### config.mk
export PLATFORM = sky130hd
export DESIGN_NAME = timestamped_capacity_lock_node
export DESIGN_NICKNAME = d
export VERILOG_FILES = /design/src/hdl/tcln_pkg.sv /design/src/hdl/tcln_ram.sv /design/src/hdl/timestamped_capacity_lock_node.sv
export VERILOG_INCLUDE_DIRS = /design/src /design/src/hdl
export SDC_FILE = /design/constraint.sdc
export NUM_CORES = 1
export LEC_CHECK = 0
export ABC_AREA = 0
export BUFFER_PORTS_ARGS = -buffer_cell sky130_fd_sc_hd__buf_2
export CORE_ASPECT_RATIO = 1.25
export CORE_MARGIN = 8
export CORE_UTILIZATION = 64
export CTS_BUF_LIST = sky130_fd_sc_hd__clkbuf_4
export DETAILED_ROUTE_END_ITERATION = 8
export GPL_TIMING_DRIVEN = 1
export PLACE_DENSITY = 0.83
export SYNTH_ARGS = -nofsm -noshare
export SYNTH_HDL_FRONTEND = slang
export SYNTH_SLANG_ARGS = --single-unit
export TNS_END_PERCENT = 1
### constraint.sdc
create_clock -name aclk -period 8 [get_ports aclk]
set_clock_uncertainty 0.15 [all_clocks]
set_input_delay 1.2 -clock aclk [delete_from_list [all_inputs] [get_ports aclk]]
set_output_delay 1.2 -clock aclk [all_outputs]
set_load 0.005 [all_outputs]
### src/hdl/timestamped_capacity_lock_node_defines.svh
// Assertion macros for the capacity lock node.
// No dependencies; included by files that carry concurrent checks.
`ifndef TIMESTAMPED_CAPACITY_LOCK_NODE_DEFINES_SVH
`define TIMESTAMPED_CAPACITY_LOCK_NODE_DEFINES_SVH
`ifndef SYNTHESIS
// same-cycle implication
`define TCLN_ASSERT_NOW(label, clk, rstn, ante, cons) \
    label: assert property (@(posedge clk) disable iff (!(rstn)) (ante) |-> (cons)) \
        else $error("tcln assertion failed");
// next-cycle implication
`define TCLN_ASSERT_NEXT(label, clk, rstn, ante, cons) \
    label: assert property (@(posedge clk) disable iff (!(rstn)) (ante) |=> (cons)) \
        else $error("tcln assertion failed");
`else
`define TCLN_ASSERT_NOW(label, clk, rstn, ante, cons)
`define TCLN_ASSERT_NEXT(label, clk, rstn, ante, cons)
`endif
`endif

### src/hdl/tcln_pkg.sv
// Package for the capacity lock node: payload structs, codes, constants.
// No dependencies.
package tcln_pkg;

    localparam int MAX_NODES   = 16;
    localparam int STORE_DEPTH = 15;
    localparam int STORE_W     = 36;   // {sender[3:0], clock[31:0]}

    localparam logic signed [20:0] OCC_MAX = 21'sd1048575;
    localparam logic signed [20:0] OCC_MIN = -21'sd1048576;

    // operation codes
    localparam logic [2:0] OP_REQUEST = 3'd0;
    localparam logic [2:0] OP_EXIT    = 3'd1;
    localparam logic [2:0] OP_WANT    = 3'd2;
    localparam logic [2:0] OP_RELEASE = 3'd3;
    localparam logic [2:0] OP_PERMIT  = 3'd4;

    // outgoing message kinds
    localparam logic [1:0] KIND_NONE    = 2'd0;
    localparam logic [1:0] KIND_WANT    = 2'd1;
    localparam logic [1:0] KIND_PERMIT  = 2'd2;
    localparam logic [1:0] KIND_RELEASE = 2'd3;

    // configuration register indexes
    localparam logic [2:0] CFG_NODE_ID    = 3'd0;
    localparam logic [2:0] CFG_NODE_COUNT = 3'd1;
    localparam logic [2:0] CFG_GROUP_SIZE = 3'd2;
    localparam logic [2:0] CFG_ROAD0_CAP  = 3'd3;
    localparam logic [2:0] CFG_ROAD1_CAP  = 3'd4;

    localparam logic [3:0]  RST_NODE_ID    = 4'd0;
    localparam logic [4:0]  RST_NODE_COUNT = 5'd2;
    localparam logic [15:0] RST_GROUP_SIZE = 16'd250;
    localparam logic [15:0] RST_ROAD0_CAP  = 16'd330;
    localparam logic [15:0] RST_ROAD1_CAP  = 16'd340;

    typedef struct packed {
        logic [2:0]  operation;
        logic        road;
        logic [3:0]  sender;
        logic [31:0] src_clock;
        logic [15:0] amount;
        logic [31:0] echoed_request_clock;
    } tcln_in_t;

    typedef struct packed {
        logic [1:0]  send_kind;
        logic [3:0]  dest;
        logic [31:0] msg_clock;
        logic        msg_road;
        logic [15:0] msg_value;
        logic [31:0] msg_request_clock;
        logic        enter;
        logic        last;
    } tcln_out_t;

    typedef enum logic [2:0] {
        ST_IDLE,
        ST_EXEC,
        ST_BCAST,
        ST_REL_RD,
        ST_REL_OUT,
        ST_SINGLE
    } tcln_state_t;

endpackage

### src/hdl/tcln_ram.sv
// Generic single-clock RAM: one write port, one read port, registered read.
// No dependencies.
module tcln_ram #(
    parameter int WIDTH = 8,
    parameter int DEPTH = 16
) (
    input  logic                     aclk,
    input  logic                     wr_en,
    input  logic [$clog2(DEPTH)-1:0] wr_addr,
    input  logic [WIDTH-1:0]         wr_data,
    input  logic                     rd_en,
    input  logic [$clog2(DEPTH)-1:0] rd_addr,
    output logic [WIDTH-1:0]         rd_data
);

    logic [WIDTH-1:0] mem [DEPTH];
    logic [WIDTH-1:0] rd_data_reg;

    always_ff @(posedge aclk) begin
        if (wr_en) begin
            mem[wr_addr] <= wr_data;
        end
        if (rd_en) begin
            rd_data_reg <= mem[rd_addr];
        end
    end

    assign rd_data = rd_data_reg;

endmodule

### src/hdl/timestamped_capacity_lock_node.sv
// Top level of one node of a Lamport-timestamped, capacity-limited lock.
// Depends on tcln_pkg, tcln_ram and timestamped_capacity_lock_node_defines.svh.
`include "timestamped_capacity_lock_node_defines.svh"

// One node of a two-resource, k-unit Ricart-Agrawala lock. Each input
// transaction is a local request, a local exit, or a received want, release
// or permission message; each output transaction is one outgoing message
// (want, permission, release) or a "nothing" marker, with last set on the
// final one of an event and enter reporting whether the node may now enter.
// Items are handled one at a time. A received message or an unused code
// goes through accept, execute and load the result. A request walks the
// node indexes up to its last want, own index included, and goes the same
// way as a received message when no want is sent. An exit sends a release
// per deferred requester, each read from the deferred-requester RAM
// (registered read) before it is sent, and goes that way with an empty store.
// The output register frees the input side: the next transaction is taken
// while the final result still waits on m_ready. Backpressure on m_ready
// holds each output until it is taken. Configuration writes are
// always accepted (cfg_ready tied high) and must only arrive while idle.
// The deferred store has no reset; only entries below the fill count are
// ever read, and reads (exit) and writes (want) never overlap in time.
module timestamped_capacity_lock_node
    import tcln_pkg::*;
(
    input  logic      aclk,
    input  logic      aresetn,

    input  logic      s_valid,
    output logic      s_ready,
    input  tcln_in_t  s_data,

    output logic      m_valid,
    input  logic      m_ready,
    output tcln_out_t m_data,

    input  logic        cfg_valid,
    output logic        cfg_ready,
    input  logic [2:0]  cfg_index,
    input  logic [15:0] cfg_data
);

    localparam int ADDR_W = $clog2(STORE_DEPTH);

    // configuration
    logic [3:0]  node_id_reg;
    logic [4:0]  node_count_reg;
    logic [15:0] group_size_reg;
    logic [15:0] road0_cap_reg;
    logic [15:0] road1_cap_reg;

    // node state
    tcln_state_t state_reg, state_next;
    logic [31:0] clock_reg, clock_next;
    logic        wanting_reg, wanting_next;
    logic        road_reg, road_next;
    logic [31:0] req_clock_reg, req_clock_next;
    logic [3:0]  pending_reg, pending_next;
    logic signed [20:0] occ_reg, occ_next;
    logic [3:0]  count_reg, count_next;

    // item and sequencing
    tcln_in_t    item_reg, item_next;
    logic [4:0]  bc_idx_reg, bc_idx_next;
    logic [3:0]  bc_sent_reg, bc_sent_next;
    logic [ADDR_W-1:0] rel_idx_reg, rel_idx_next;
    logic [1:0]  sgl_kind_reg, sgl_kind_next;
    logic [3:0]  sgl_dest_reg, sgl_dest_next;
    logic [31:0] sgl_clock_reg, sgl_clock_next;
    logic [15:0] sgl_value_reg, sgl_value_next;

    // output register
    logic        m_valid_reg, m_valid_next;
    tcln_out_t   m_data_reg, m_data_next;
    logic        out_load;
    logic        out_free;

    // store port
    logic                ram_we;
    logic                ram_re;
    logic [STORE_W-1:0]  ram_wdata;
    logic [STORE_W-1:0]  ram_rdata;

    // datapath helpers
    logic [31:0] rx_clock;
    logic        defer;
    logic [4:0]  lim;
    logic        own_in_range;
    logic [4:0]  n_req5;
    logic signed [21:0] occ_wide;
    logic signed [21:0] occ_add;
    logic signed [21:0] occ_sub;
    logic signed [20:0] occ_add_sat;
    logic signed [20:0] occ_sub_sat;
    logic [15:0] cap_sel;
    logic signed [22:0] room;
    logic        enter_w;

    tcln_ram #(
        .WIDTH (STORE_W),
        .DEPTH (STORE_DEPTH)
    ) u_store (
        .aclk    (aclk),
        .wr_en   (ram_we),
        .wr_addr (count_reg[ADDR_W-1:0]),
        .wr_data (ram_wdata),
        .rd_en   (ram_re),
        .rd_addr (rel_idx_reg),
        .rd_data (ram_rdata)
    );

    assign ram_wdata = {item_reg.sender, item_reg.src_clock};

    // Lamport receive update: max(local, remote) + 1, wrapping
    assign rx_clock = ((clock_reg > item_reg.src_clock) ? clock_reg
                                                        : item_reg.src_clock) + 32'd1;

    // older request (smaller clock, then smaller id) wins and defers the sender
    assign defer = wanting_reg && (road_reg == item_reg.road) &&
                   ((req_clock_reg < item_reg.src_clock) ||
                    ((req_clock_reg == item_reg.src_clock) &&
                     (node_id_reg < item_reg.sender)));

    // number of wants in a broadcast
    assign lim          = (node_count_reg > 5'(MAX_NODES)) ? 5'(MAX_NODES) : node_count_reg;
    assign own_in_range = ({1'b0, node_id_reg} < lim);
    assign n_req5       = lim - {4'd0, own_in_range};

    // saturating occupancy update
    assign occ_wide = {occ_reg[20], occ_reg};
    assign occ_add  = occ_wide + $signed({6'd0, item_reg.amount});
    assign occ_sub  = occ_wide - $signed({6'd0, item_reg.amount});
    assign occ_add_sat = (occ_add[21] != occ_add[20]) ?
                         (occ_add[21] ? OCC_MIN : OCC_MAX) : occ_add[20:0];
    assign occ_sub_sat = (occ_sub[21] != occ_sub[20]) ?
                         (occ_sub[21] ? OCC_MIN : OCC_MAX) : occ_sub[20:0];

    // entry test on the settled state
    assign cap_sel = road_reg ? road1_cap_reg : road0_cap_reg;
    assign room    = $signed({7'd0, cap_sel}) - $signed({{2{occ_reg[20]}}, occ_reg});
    assign enter_w = wanting_reg && (pending_reg == 4'd0) &&
                     ($signed({7'd0, group_size_reg}) < room);

    assign out_free = !m_valid_reg || m_ready;

    always_comb begin
        state_next     = state_reg;
        clock_next     = clock_reg;
        wanting_next   = wanting_reg;
        road_next      = road_reg;
        req_clock_next = req_clock_reg;
        pending_next   = pending_reg;
        occ_next       = occ_reg;
        count_next     = count_reg;
        item_next      = item_reg;
        bc_idx_next    = bc_idx_reg;
        bc_sent_next   = bc_sent_reg;
        rel_idx_next   = rel_idx_reg;
        sgl_kind_next  = sgl_kind_reg;
        sgl_dest_next  = sgl_dest_reg;
        sgl_clock_next = sgl_clock_reg;
        sgl_value_next = sgl_value_reg;
        ram_we         = 1'b0;
        ram_re         = 1'b0;
        out_load       = 1'b0;
        m_data_next    = m_data_reg;
        s_ready        = 1'b0;

        unique case (state_reg)
            ST_IDLE: begin
                s_ready = 1'b1;
                if (s_valid) begin
                    item_next  = s_data;
                    state_next = ST_EXEC;
                end
            end

            ST_EXEC: begin
                sgl_kind_next  = KIND_NONE;
                sgl_dest_next  = 4'd0;
                sgl_clock_next = 32'd0;
                sgl_value_next = 16'd0;
                state_next     = ST_SINGLE;
                unique case (item_reg.operation)
                    OP_REQUEST: begin
                        clock_next     = clock_reg + 32'd1;
                        req_clock_next = clock_reg + 32'd1;
                        wanting_next   = 1'b1;
                        road_next      = item_reg.road;
                        occ_next       = '0;
                        pending_next   = n_req5[3:0];
                        bc_idx_next    = 5'd0;
                        bc_sent_next   = 4'd0;
                        if (n_req5 != 5'd0) begin
                            state_next = ST_BCAST;
                        end
                    end
                    OP_EXIT: begin
                        count_next   = 4'd0;
                        wanting_next = 1'b0;
                        if (count_reg != 4'd0) begin
                            rel_idx_next = ADDR_W'(count_reg - 4'd1);
                            state_next   = ST_REL_RD;
                        end
                    end
                    OP_WANT: begin
                        clock_next     = rx_clock;
                        sgl_kind_next  = KIND_PERMIT;
                        sgl_dest_next  = item_reg.sender;
                        sgl_clock_next = clock_reg;
                        if (defer) begin
                            sgl_value_next = group_size_reg;
                            if (count_reg < 4'(STORE_DEPTH)) begin
                                ram_we     = 1'b1;
                                count_next = count_reg + 4'd1;
                            end
                        end
                    end
                    OP_RELEASE: begin
                        clock_next = rx_clock;
                        if (wanting_reg && (road_reg == item_reg.road) &&
                            (req_clock_reg == item_reg.echoed_request_clock)) begin
                            occ_next = occ_sub_sat;
                        end
                    end
                    OP_PERMIT: begin
                        clock_next = rx_clock;
                        if (pending_reg != 4'd0) begin
                            pending_next = pending_reg - 4'd1;
                        end
                        occ_next = occ_add_sat;
                    end
                    default: begin
                        // undefined codes leave the state alone
                    end
                endcase
            end

            ST_BCAST: begin
                if (bc_idx_reg == {1'b0, node_id_reg}) begin
                    bc_idx_next = bc_idx_reg + 5'd1;
                end else if (out_free) begin
                    out_load                      = 1'b1;
                    m_data_next.send_kind         = KIND_WANT;
                    m_data_next.dest              = bc_idx_reg[3:0];
                    m_data_next.msg_clock         = req_clock_reg;
                    m_data_next.msg_road          = road_reg;
                    m_data_next.msg_value         = 16'd0;
                    m_data_next.msg_request_clock = 32'd0;
                    m_data_next.enter             = enter_w;
                    m_data_next.last              = (bc_sent_reg == pending_reg - 4'd1);
                    bc_idx_next  = bc_idx_reg + 5'd1;
                    bc_sent_next = bc_sent_reg + 4'd1;
                    if (bc_sent_reg == pending_reg - 4'd1) begin
                        state_next = ST_IDLE;
                    end
                end
            end

            ST_REL_RD: begin
                ram_re     = 1'b1;
                state_next = ST_REL_OUT;
            end

            ST_REL_OUT: begin
                if (out_free) begin
                    out_load                      = 1'b1;
                    m_data_next.send_kind         = KIND_RELEASE;
                    m_data_next.dest              = ram_rdata[35:32];
                    m_data_next.msg_clock         = clock_reg;
                    m_data_next.msg_road          = road_reg;
                    m_data_next.msg_value         = group_size_reg;
                    m_data_next.msg_request_clock = ram_rdata[31:0];
                    m_data_next.enter             = enter_w;
                    m_data_next.last              = (rel_idx_reg == '0);
                    if (rel_idx_reg == '0) begin
                        state_next = ST_IDLE;
                    end else begin
                        rel_idx_next = rel_idx_reg - ADDR_W'(1);
                        state_next   = ST_REL_RD;
                    end
                end
            end

            ST_SINGLE: begin
                if (out_free) begin
                    out_load                      = 1'b1;
                    m_data_next.send_kind         = sgl_kind_reg;
                    m_data_next.dest              = sgl_dest_reg;
                    m_data_next.msg_clock         = sgl_clock_reg;
                    m_data_next.msg_road          = 1'b0;
                    m_data_next.msg_value         = sgl_value_reg;
                    m_data_next.msg_request_clock = 32'd0;
                    m_data_next.enter             = enter_w;
                    m_data_next.last              = 1'b1;
                    state_next                    = ST_IDLE;
                end
            end

            default: begin
                state_next = ST_IDLE;
            end
        endcase

        if (out_load) begin
            m_valid_next = 1'b1;
        end else if (m_ready) begin
            m_valid_next = 1'b0;
        end else begin
            m_valid_next = m_valid_reg;
        end
    end

    // state register
    always_ff @(posedge aclk) begin
        if (!aresetn) begin
            state_reg <= ST_IDLE;
        end else begin
            state_reg <= state_next;
        end
    end

    // control and node state
    always_ff @(posedge aclk) begin
        if (!aresetn) begin
            m_valid_reg   <= 1'b0;
            clock_reg     <= 32'd0;
            wanting_reg   <= 1'b0;
            road_reg      <= 1'b0;
            req_clock_reg <= 32'd0;
            pending_reg   <= 4'd0;
            occ_reg       <= '0;
            count_reg     <= 4'd0;
            bc_idx_reg    <= 5'd0;
            bc_sent_reg   <= 4'd0;
            rel_idx_reg   <= '0;
        end else begin
            m_valid_reg   <= m_valid_next;
            clock_reg     <= clock_next;
            wanting_reg   <= wanting_next;
            road_reg      <= road_next;
            req_clock_reg <= req_clock_next;
            pending_reg   <= pending_next;
            occ_reg       <= occ_next;
            count_reg     <= count_next;
            bc_idx_reg    <= bc_idx_next;
            bc_sent_reg   <= bc_sent_next;
            rel_idx_reg   <= rel_idx_next;
        end
    end

    // payload
    always_ff @(posedge aclk) begin
        item_reg      <= item_next;
        sgl_kind_reg  <= sgl_kind_next;
        sgl_dest_reg  <= sgl_dest_next;
        sgl_clock_reg <= sgl_clock_next;
        sgl_value_reg <= sgl_value_next;
        m_data_reg    <= m_data_next;
    end

    // configuration registers; writes beyond the list are dropped
    always_ff @(posedge aclk) begin
        if (!aresetn) begin
            node_id_reg    <= RST_NODE_ID;
            node_count_reg <= RST_NODE_COUNT;
            group_size_reg <= RST_GROUP_SIZE;
            road0_cap_reg  <= RST_ROAD0_CAP;
            road1_cap_reg  <= RST_ROAD1_CAP;
        end else if (cfg_valid) begin
            unique case (cfg_index)
                CFG_NODE_ID:    node_id_reg    <= cfg_data[3:0];
                CFG_NODE_COUNT: node_count_reg <= cfg_data[4:0];
                CFG_GROUP_SIZE: group_size_reg <= cfg_data;
                CFG_ROAD0_CAP:  road0_cap_reg  <= cfg_data;
                CFG_ROAD1_CAP:  road1_cap_reg  <= cfg_data;
                default: begin
                end
            endcase
        end
    end

    assign cfg_ready = 1'b1;
    assign m_valid   = m_valid_reg;
    assign m_data    = m_data_reg;

    // a broadcast is only entered with at least one want to send
    `TCLN_ASSERT_NOW(a_bcast_has_wants, aclk, aresetn, state_reg == ST_BCAST, pending_reg != 4'd0)
    // the fill count never passes the store depth
    `TCLN_ASSERT_NOW(a_count_bound, aclk, aresetn, 1'b1, count_reg <= 4'(STORE_DEPTH))
    // an exit empties the store and drops the request
    `TCLN_ASSERT_NEXT(a_exit_clears, aclk, aresetn, (state_reg == ST_EXEC) && (item_reg.operation == OP_EXIT), (count_reg == 4'd0) && !wanting_reg)

endmodule
==> results.cfg, run 1 <==
[cts]
cts_max_path_buffers = 3
cts_resized = 0
cts_max_level = 4
clkSinkCount = 975
post-cts-setup-buffers = 0
clkTransAtPathRegs_ns = 0.07
clkLatencyLatePin_ns = 1.12
cts_made_buffers = 219
cts_tree = done
ctsHoldBuffers = 0
root_buffer = clkbuf_4

[worst_setup_path]
critPathTopFamily = simple AND/OR/NAND/NOR gates
cp.required_ns = 8.86
startpoint = item_reg[60]$_DFFE_PP_
crit_path_end_kind = flip-flop
startpoint_type = flip-flop
path_cells = inv_1, ha_1, nand4_1, nor4_1, o21ai_0, a311oi_1, nor2_2, o21ai_0, ha_1, nand3_1, nor2_1, nand3_1, nor2_1, nand3_1, xnor2_1, a21oi_1, o221ai_1, o211a_1
max_stage_delay_ns = 0.79
cp_common_cell = nand3_1
worst-endpoint-arrival_ns = 6.55
cp_slowest_cell = edfxtp_1
cp_max_fo = 18
r2r-start = item_reg[60]$_DFFE_PP_
cp_num_buf_inv = 1
path_class = flip-flop to flip-flop

[timing]
relSlewSlack = 0.201
fin_tns_setup_ns = 0
post-route-worst-setup-slack_ns = 2.32
setup_viol = 0
final_max_slew_viol_count = 0
worst_pin_slew_ns = 1.19
fin_crit_sh = 0.710
finalHoldViolations = 0
rsz0062_at_grt = no
max_freq_mhz = 176
finalCriticalPeriod_ns = 5.68

[global_routing]
grt_pass1_wl_um = 173000
grt_overflow = 0
grt_pass1_vias = 29900
grt_max_degree = 97
grt_usage = 0.294
antenna_found_initial = 7

[pwr]
power_density_mw_per_mm2 = 241
comb_power_share = 0.143
ir_drop_v = 0.000225
seqPwrFrac = 0.525
power_frac_clock = 0.333
p_sw_mw = 3.28
p_leak_nw = 17.2
intPower_mw = 8.52
p_sw_frac = 0.278

[routing]
drtIter0Drc = 3024
wl_um = 115000
routed-via-count = 29700
vias_per_cell = 6.38
wl_per_cell_um = 24.7
ant_nets = 0
drc = 0
first_pass_iters = 8

[yosys]
synth_edf_count = 806
synthCells = 3322
synth_seq_cells = 975
synth-async-reset-ratio = 0
yosys_warnings = 0
synth_xor_area_frac = 0.0302
synth.yosys.seq_area_share = 0.623
synth_top_family_by_area = multiplexers
netlist_area_sq_mm = 0.0443
synth-main-ff-cell = edfxtp_1
synth_nets = 3582
synth-compound-area-share = 0.0759
yosysUniqueCellTypes = 79
syn_avg_cell_area_sq_um = 13.3
yosys.area_share.simple = 0.0996
synth_fa_ha_area_frac = 0.0423
synthMuxAreaShare = 0.103

[floorplanning]
core-area_sq_mm = 0.0689
die_w_um = 251
start_util = 0.643
die_area_sq_mm = 0.0779
rows = 108
io_pins = 204
die_y_um = 310

[finish]
final_cell_mix = edfxtp_1 (806), clkbuf_4 (303), nand2_1 (276), nor2_1 (246), buf_2 (202)
finalNetCount = 3857
areaGrowthSynthToFinish_pct = 10.6
post-route-util = 0.711
largest_reg_flops = 540
nFillCells = 4568
final_common_cell = edfxtp_1
drive_gt1_frac = 0.210

[hold_path]
hp-class = input port to flip-flop
hp-start = s_data[23]

[outcome]
status = complete, no violations

[placed_design]
gp_congestion = 0.919
portBuffers = 202
dp_slack_ns = 2.37
dp.final_hpwl_um = 73300

[job]
maxCapViolations = 0
-- per-stage QoR --
step | hold slack, ns | total power [mW] | cells | area [sq um]
5_1_grt | 0.0417 | 12.3 | 4660 | 49000
3_3_place_gp | 0.289 | 7.89 | 4256 | 46100
2_1_floorplan | 0.283 | 7.34 | 3322 | 44300
4_1_cts | 0.00971 | 11.9 | 4655 | 49000
6_report | 0.108 | 11.8 | 4661 | 49000
3_5_place_dp | 0.297 | 7.96 | 4256 | 46100
-- cell families (layout without fill, tap and decap cells) --
family / count (synthesis) / after routing
AOI/OAI and AO/OA: 550 / 550
xor gates and xnor gates: 153 / 153
adders and majority gates: 148 / 148
buffers and inverters: 288 / 741
DFF: 975 / 975
muxes: 276 / 276
other: 1 / 7
and+or+nand+nor: 931 / 931
-- cell usage after synthesis, drive strengths merged (100+ instances only) --
master,n,area share
edfxtp,806,0.55
nand2,276,0.023
nor2,260,0.022
a21oi,196,0.022
dfxtp,169,0.076
ha,145,0.041
mux4,144,0.073
o21ai,144,0.017
clkbuf,137,0.012
mux2i,116,0.026
xnor2,106,0.021
inv,100,0.0085
-- path summary, 6_finish.rpt --
check                                                     end  slack (ns)  cells after the start
worst max-delay path               clock_reg[24]$_SDFFE_PN0P_        2.32                     18
worst min-delay path                   item_reg[23]$_DFFE_PP_        0.11                      1
worst max register to register     clock_reg[24]$_SDFFE_PN0P_        2.32                     18
worst min register to register  road1_cap_reg[9]$_SDFFE_PN0P_        0.31                      2
-- power groups by stage --
stage,logic [mW],clock network [mW],registers [mW]
floorplan,1.21,0,6.13
global placement,1.62,0,6.27
detailed placement,1.67,0,6.29
CTS,1.68,3.99,6.18
global route,1.82,4.22,6.22
finish,1.69,3.92,6.19
-- metal layers --
metal  routed length (um)  track usage  share of wire  up-vias
met1                43900        0.381           0.38    14500
met4                 4900        0.143          0.043        0
met5                    0            0              0        -
met3                10600       0.0559          0.092      293
li1                     -            -              -    13200
met2                55500        0.478           0.48     1738
-- cell type report --
class | instances | area [sq um] | area share
inverter | 100 | 377 | 0.00769
sequential | 975 | 27600 | 0.563
tap | 880 | 1100 | 0.0225
antenna | 6 | 15.0 | 0.000307
timing repair buffer | 242 | 1320 | 0.0270
multi-input combinational | 2059 | 15700 | 0.321
clock inverter | 96 | 582 | 0.0119
clock buffer | 303 | 2270 | 0.0464
Note: power is estimated with default switching activity, not from simulation.
==> run 2, diff against run 1 <==
--- a/config.mk
+++ b/config.mk
@@ -10,11 +10,11 @@
 export BUFFER_PORTS_ARGS = -buffer_cell sky130_fd_sc_hd__buf_2
 export CORE_ASPECT_RATIO = 1.25
 export CORE_MARGIN = 8
-export CORE_UTILIZATION = 64
+export CORE_UTILIZATION = 58
 export CTS_BUF_LIST = sky130_fd_sc_hd__clkbuf_4
 export DETAILED_ROUTE_END_ITERATION = 8
 export GPL_TIMING_DRIVEN = 1
-export PLACE_DENSITY = 0.83
+export PLACE_DENSITY = 0.79
 export SYNTH_ARGS = -nofsm -noshare
 export SYNTH_HDL_FRONTEND = slang
 export SYNTH_SLANG_ARGS = --single-unit
==> constraint.sdc (replaced) <==
create_clock -name aclk -period 4.7 [get_ports aclk]
set_clock_uncertainty 0.15 [all_clocks]
set_input_delay 0.705 -clock aclk [delete_from_list [all_inputs] [get_ports aclk]]
set_output_delay 0.705 -clock aclk [all_outputs]
set_load 0.005 [all_outputs]
==> run 2 against run 1 <==
  * Critical path depth grew 1
  * Fmax rose by 31%
  * Wire length rose by 2.3%
  * Via count increased by 1.1%
  * Final cell count is 6.1% higher
  * Sequential power up 68%
  * Global-route usage shrank 2.2 points
  * Die area is 9.7% higher
  * Critical endpoint unchanged
  * Largest power group unchanged
==> results.cfg, run 2 (synthesis results as in run 1) <==
[floorplanning]
start_util = 0.585
die_area_sq_mm = 0.0855
core-area_sq_mm = 0.0758
rows = 113
io_pins = 204
die_w_um = 263
die_y_um = 325

[worst_setup_path]
worst-endpoint-arrival_ns = 5.21
crit_path_end_kind = flip-flop
r2r-end = clock_reg[24]$_SDFFE_PN0P_
cp.required_ns = 5.58
rrSetupSlack_ns = 0.37
cp_common_cell = nand3_1
max_stage_delay_ns = 0.43
startpoint_type = flip-flop
cp_slowest_cell = nor4_2
path_cells = inv_1, ha_1, nand4_1, nor4_2, o21ai_0, a311oi_2, nor2_2, o21ai_0, ha_2, nand3_1, nor2_1, nand3_1, nor2_1, buf_4, nand3_1, xnor2_1, a21oi_1, o221ai_1, o211a_1
path_class = flip-flop to flip-flop
r2r_cells = 19
cp_max_fo = 6
r2r-start = item_reg[62]$_DFFE_PP_

[timing]
rsz0062_at_grt = no
post-route-worst-setup-slack_ns = 0.366
finalCriticalPeriod_ns = 4.33
setup_viol = 0
final_max_slew_viol_count = 0
fin_crit_sh = 0.922
finalHoldViolations = 0
relSlewSlack = 0.279
max_freq_mhz = 231
worst_pin_slew_ns = 1.08

[cts]
post-cts-setup-buffers = 0
cts_max_path_buffers = 3
cts_tree = done
clkTransAtPathRegs_ns = 0.07
clkSinkCount = 975
cts_made_buffers = 219
clkLatencyLatePin_ns = 1.13
root_buffer = clkbuf_4
cts_max_level = 4

[pwr]
power_density_mw_per_mm2 = 395
power_mw = 20.2
p_leak_nw = 18.1
ir_drop_v = 0.000283

[routing]
drtIter0Drc = 2714
wl_per_cell_um = 23.8
vias_per_cell = 6.07
first_pass_iters = 5
ant_nets = 0
wl_um = 118000
drc = 0
routed-via-count = 30000

[hold_path]
min_to = node_count_reg[1]$_SDFFE_PN1P_
hp-start = aresetn
min_path_cells = 3
hp-class = input port to flip-flop

[finish]
finalNetCount = 4044
final_cell_mix = edfxtp_1 (806), clkbuf_4 (306), nand2_1 (276), nor2_1 (245), buf_2 (202)
drive_gt1_frac = 0.223
areaGrowthSynthToFinish_pct = 15.4
final_common_cell = edfxtp_1
largest_reg_flops = 540
nFillCells = 5333
layout.cells.non_filler = 4945

[global_routing]
grt_max_degree = 77
grt_pass1_wl_um = 179000
grt_pass1_vias = 30000
grt_overflow = 0
antenna_found_initial = 9
grt_usage = 0.272

[placed_design]
place_inst = 4426
dp_slack_ns = 0.172
portBuffers = 202
dp.final_hpwl_um = 76200
gp_congestion = 0.934

[job]
maxCapViolations = 0

[outcome]
status = complete, no violations
[run 2: cell types whose count changed in the layout (fill, tap and decap cells not counted), sizes merged, moves of 2 or more]
cell         before  now
buf             242  315
clkbuf          303  306
dlygate4sd3       0  114
bufinv            6    4
diode             6    8
inv             109  105
[run 2: how the worst max path moves through the flow]
stage                                     startpoint                          end
after floorplan               item_reg[57]$_DFFE_PP_  u_store.mem[3][0]$_DFFE_PP_
after global placement    clock_reg[13]$_SDFFE_PN0P_   clock_reg[24]$_SDFFE_PN0P_
after detailed placement  clock_reg[13]$_SDFFE_PN0P_   clock_reg[24]$_SDFFE_PN0P_
after global routing          item_reg[62]$_DFFE_PP_   clock_reg[24]$_SDFFE_PN0P_
after CTS                     item_reg[62]$_DFFE_PP_   clock_reg[24]$_SDFFE_PN0P_
final                         item_reg[62]$_DFFE_PP_   clock_reg[24]$_SDFFE_PN0P_
[run 2: what timing repair did]
action,in CTS,in global routing
hold endpoints to repair,149,0
resized for setup,0,6
hold buffers,114,0
setup endpoints to repair,0,8
[run 2: layer usage]
| layer | vias up | GRT usage | share of wire |
|---|---|---|---|
| met4 | 2 | 0.117 | 0.041 |
| met5 | - | 0 | 0.00011 |
| met1 | 14500 | 0.346 | 0.38 |
| li1 | 13600 | - | - |
| met3 | 289 | 0.0630 | 0.099 |
| met2 | 1652 | 0.446 | 0.48 |
[run 2: critical path: cells and delay by family, from the launching register on]
family	cells	cell delay [ns]
compound gates	6	1.24
flops	1	0.36
xor+xnor	1	0.14
fa+ha+maj	2	0.63
buf+inv	2	0.25
simple gates	8	1.47
[run 2: per-stage QoR]
step	hold slack (ns)	setup TNS, ns	utilization	cell area [sq um]
3_3_place_gp	0.289	0	0.622	47100
5_1_grt	0.0690	0	0.675	51100
3_5_place_dp	0.297	0	0.622	47100
2_1_floorplan	0.283	-179.10	-	44300
6_report	0.129	0	0.675	51100
4_1_cts	0.0136	0	0.674	51100
[run 2: power breakdown]
part           internal, mW  total [mW]  leakage (nW)  switching (mW)
Sequential             9.97        10.4          8.73           0.377
Clock                  3.27        6.63          1.69            3.36
Combinational          1.30        3.23          7.71            1.93
[run 2: cell type report]
type	count	area, sq um	area share
Timing Repair Buffer	429	3300	0.0646
Antenna cell	8	20.0	0.000392
Clock buffer	306	2300	0.0449
Multi-Input combinational cell	2059	15800	0.308
Clock inverter	91	536	0.0105
Sequential cell	975	27600	0.540
Tap cell	977	1220	0.0239
Inverter	100	377	0.00737
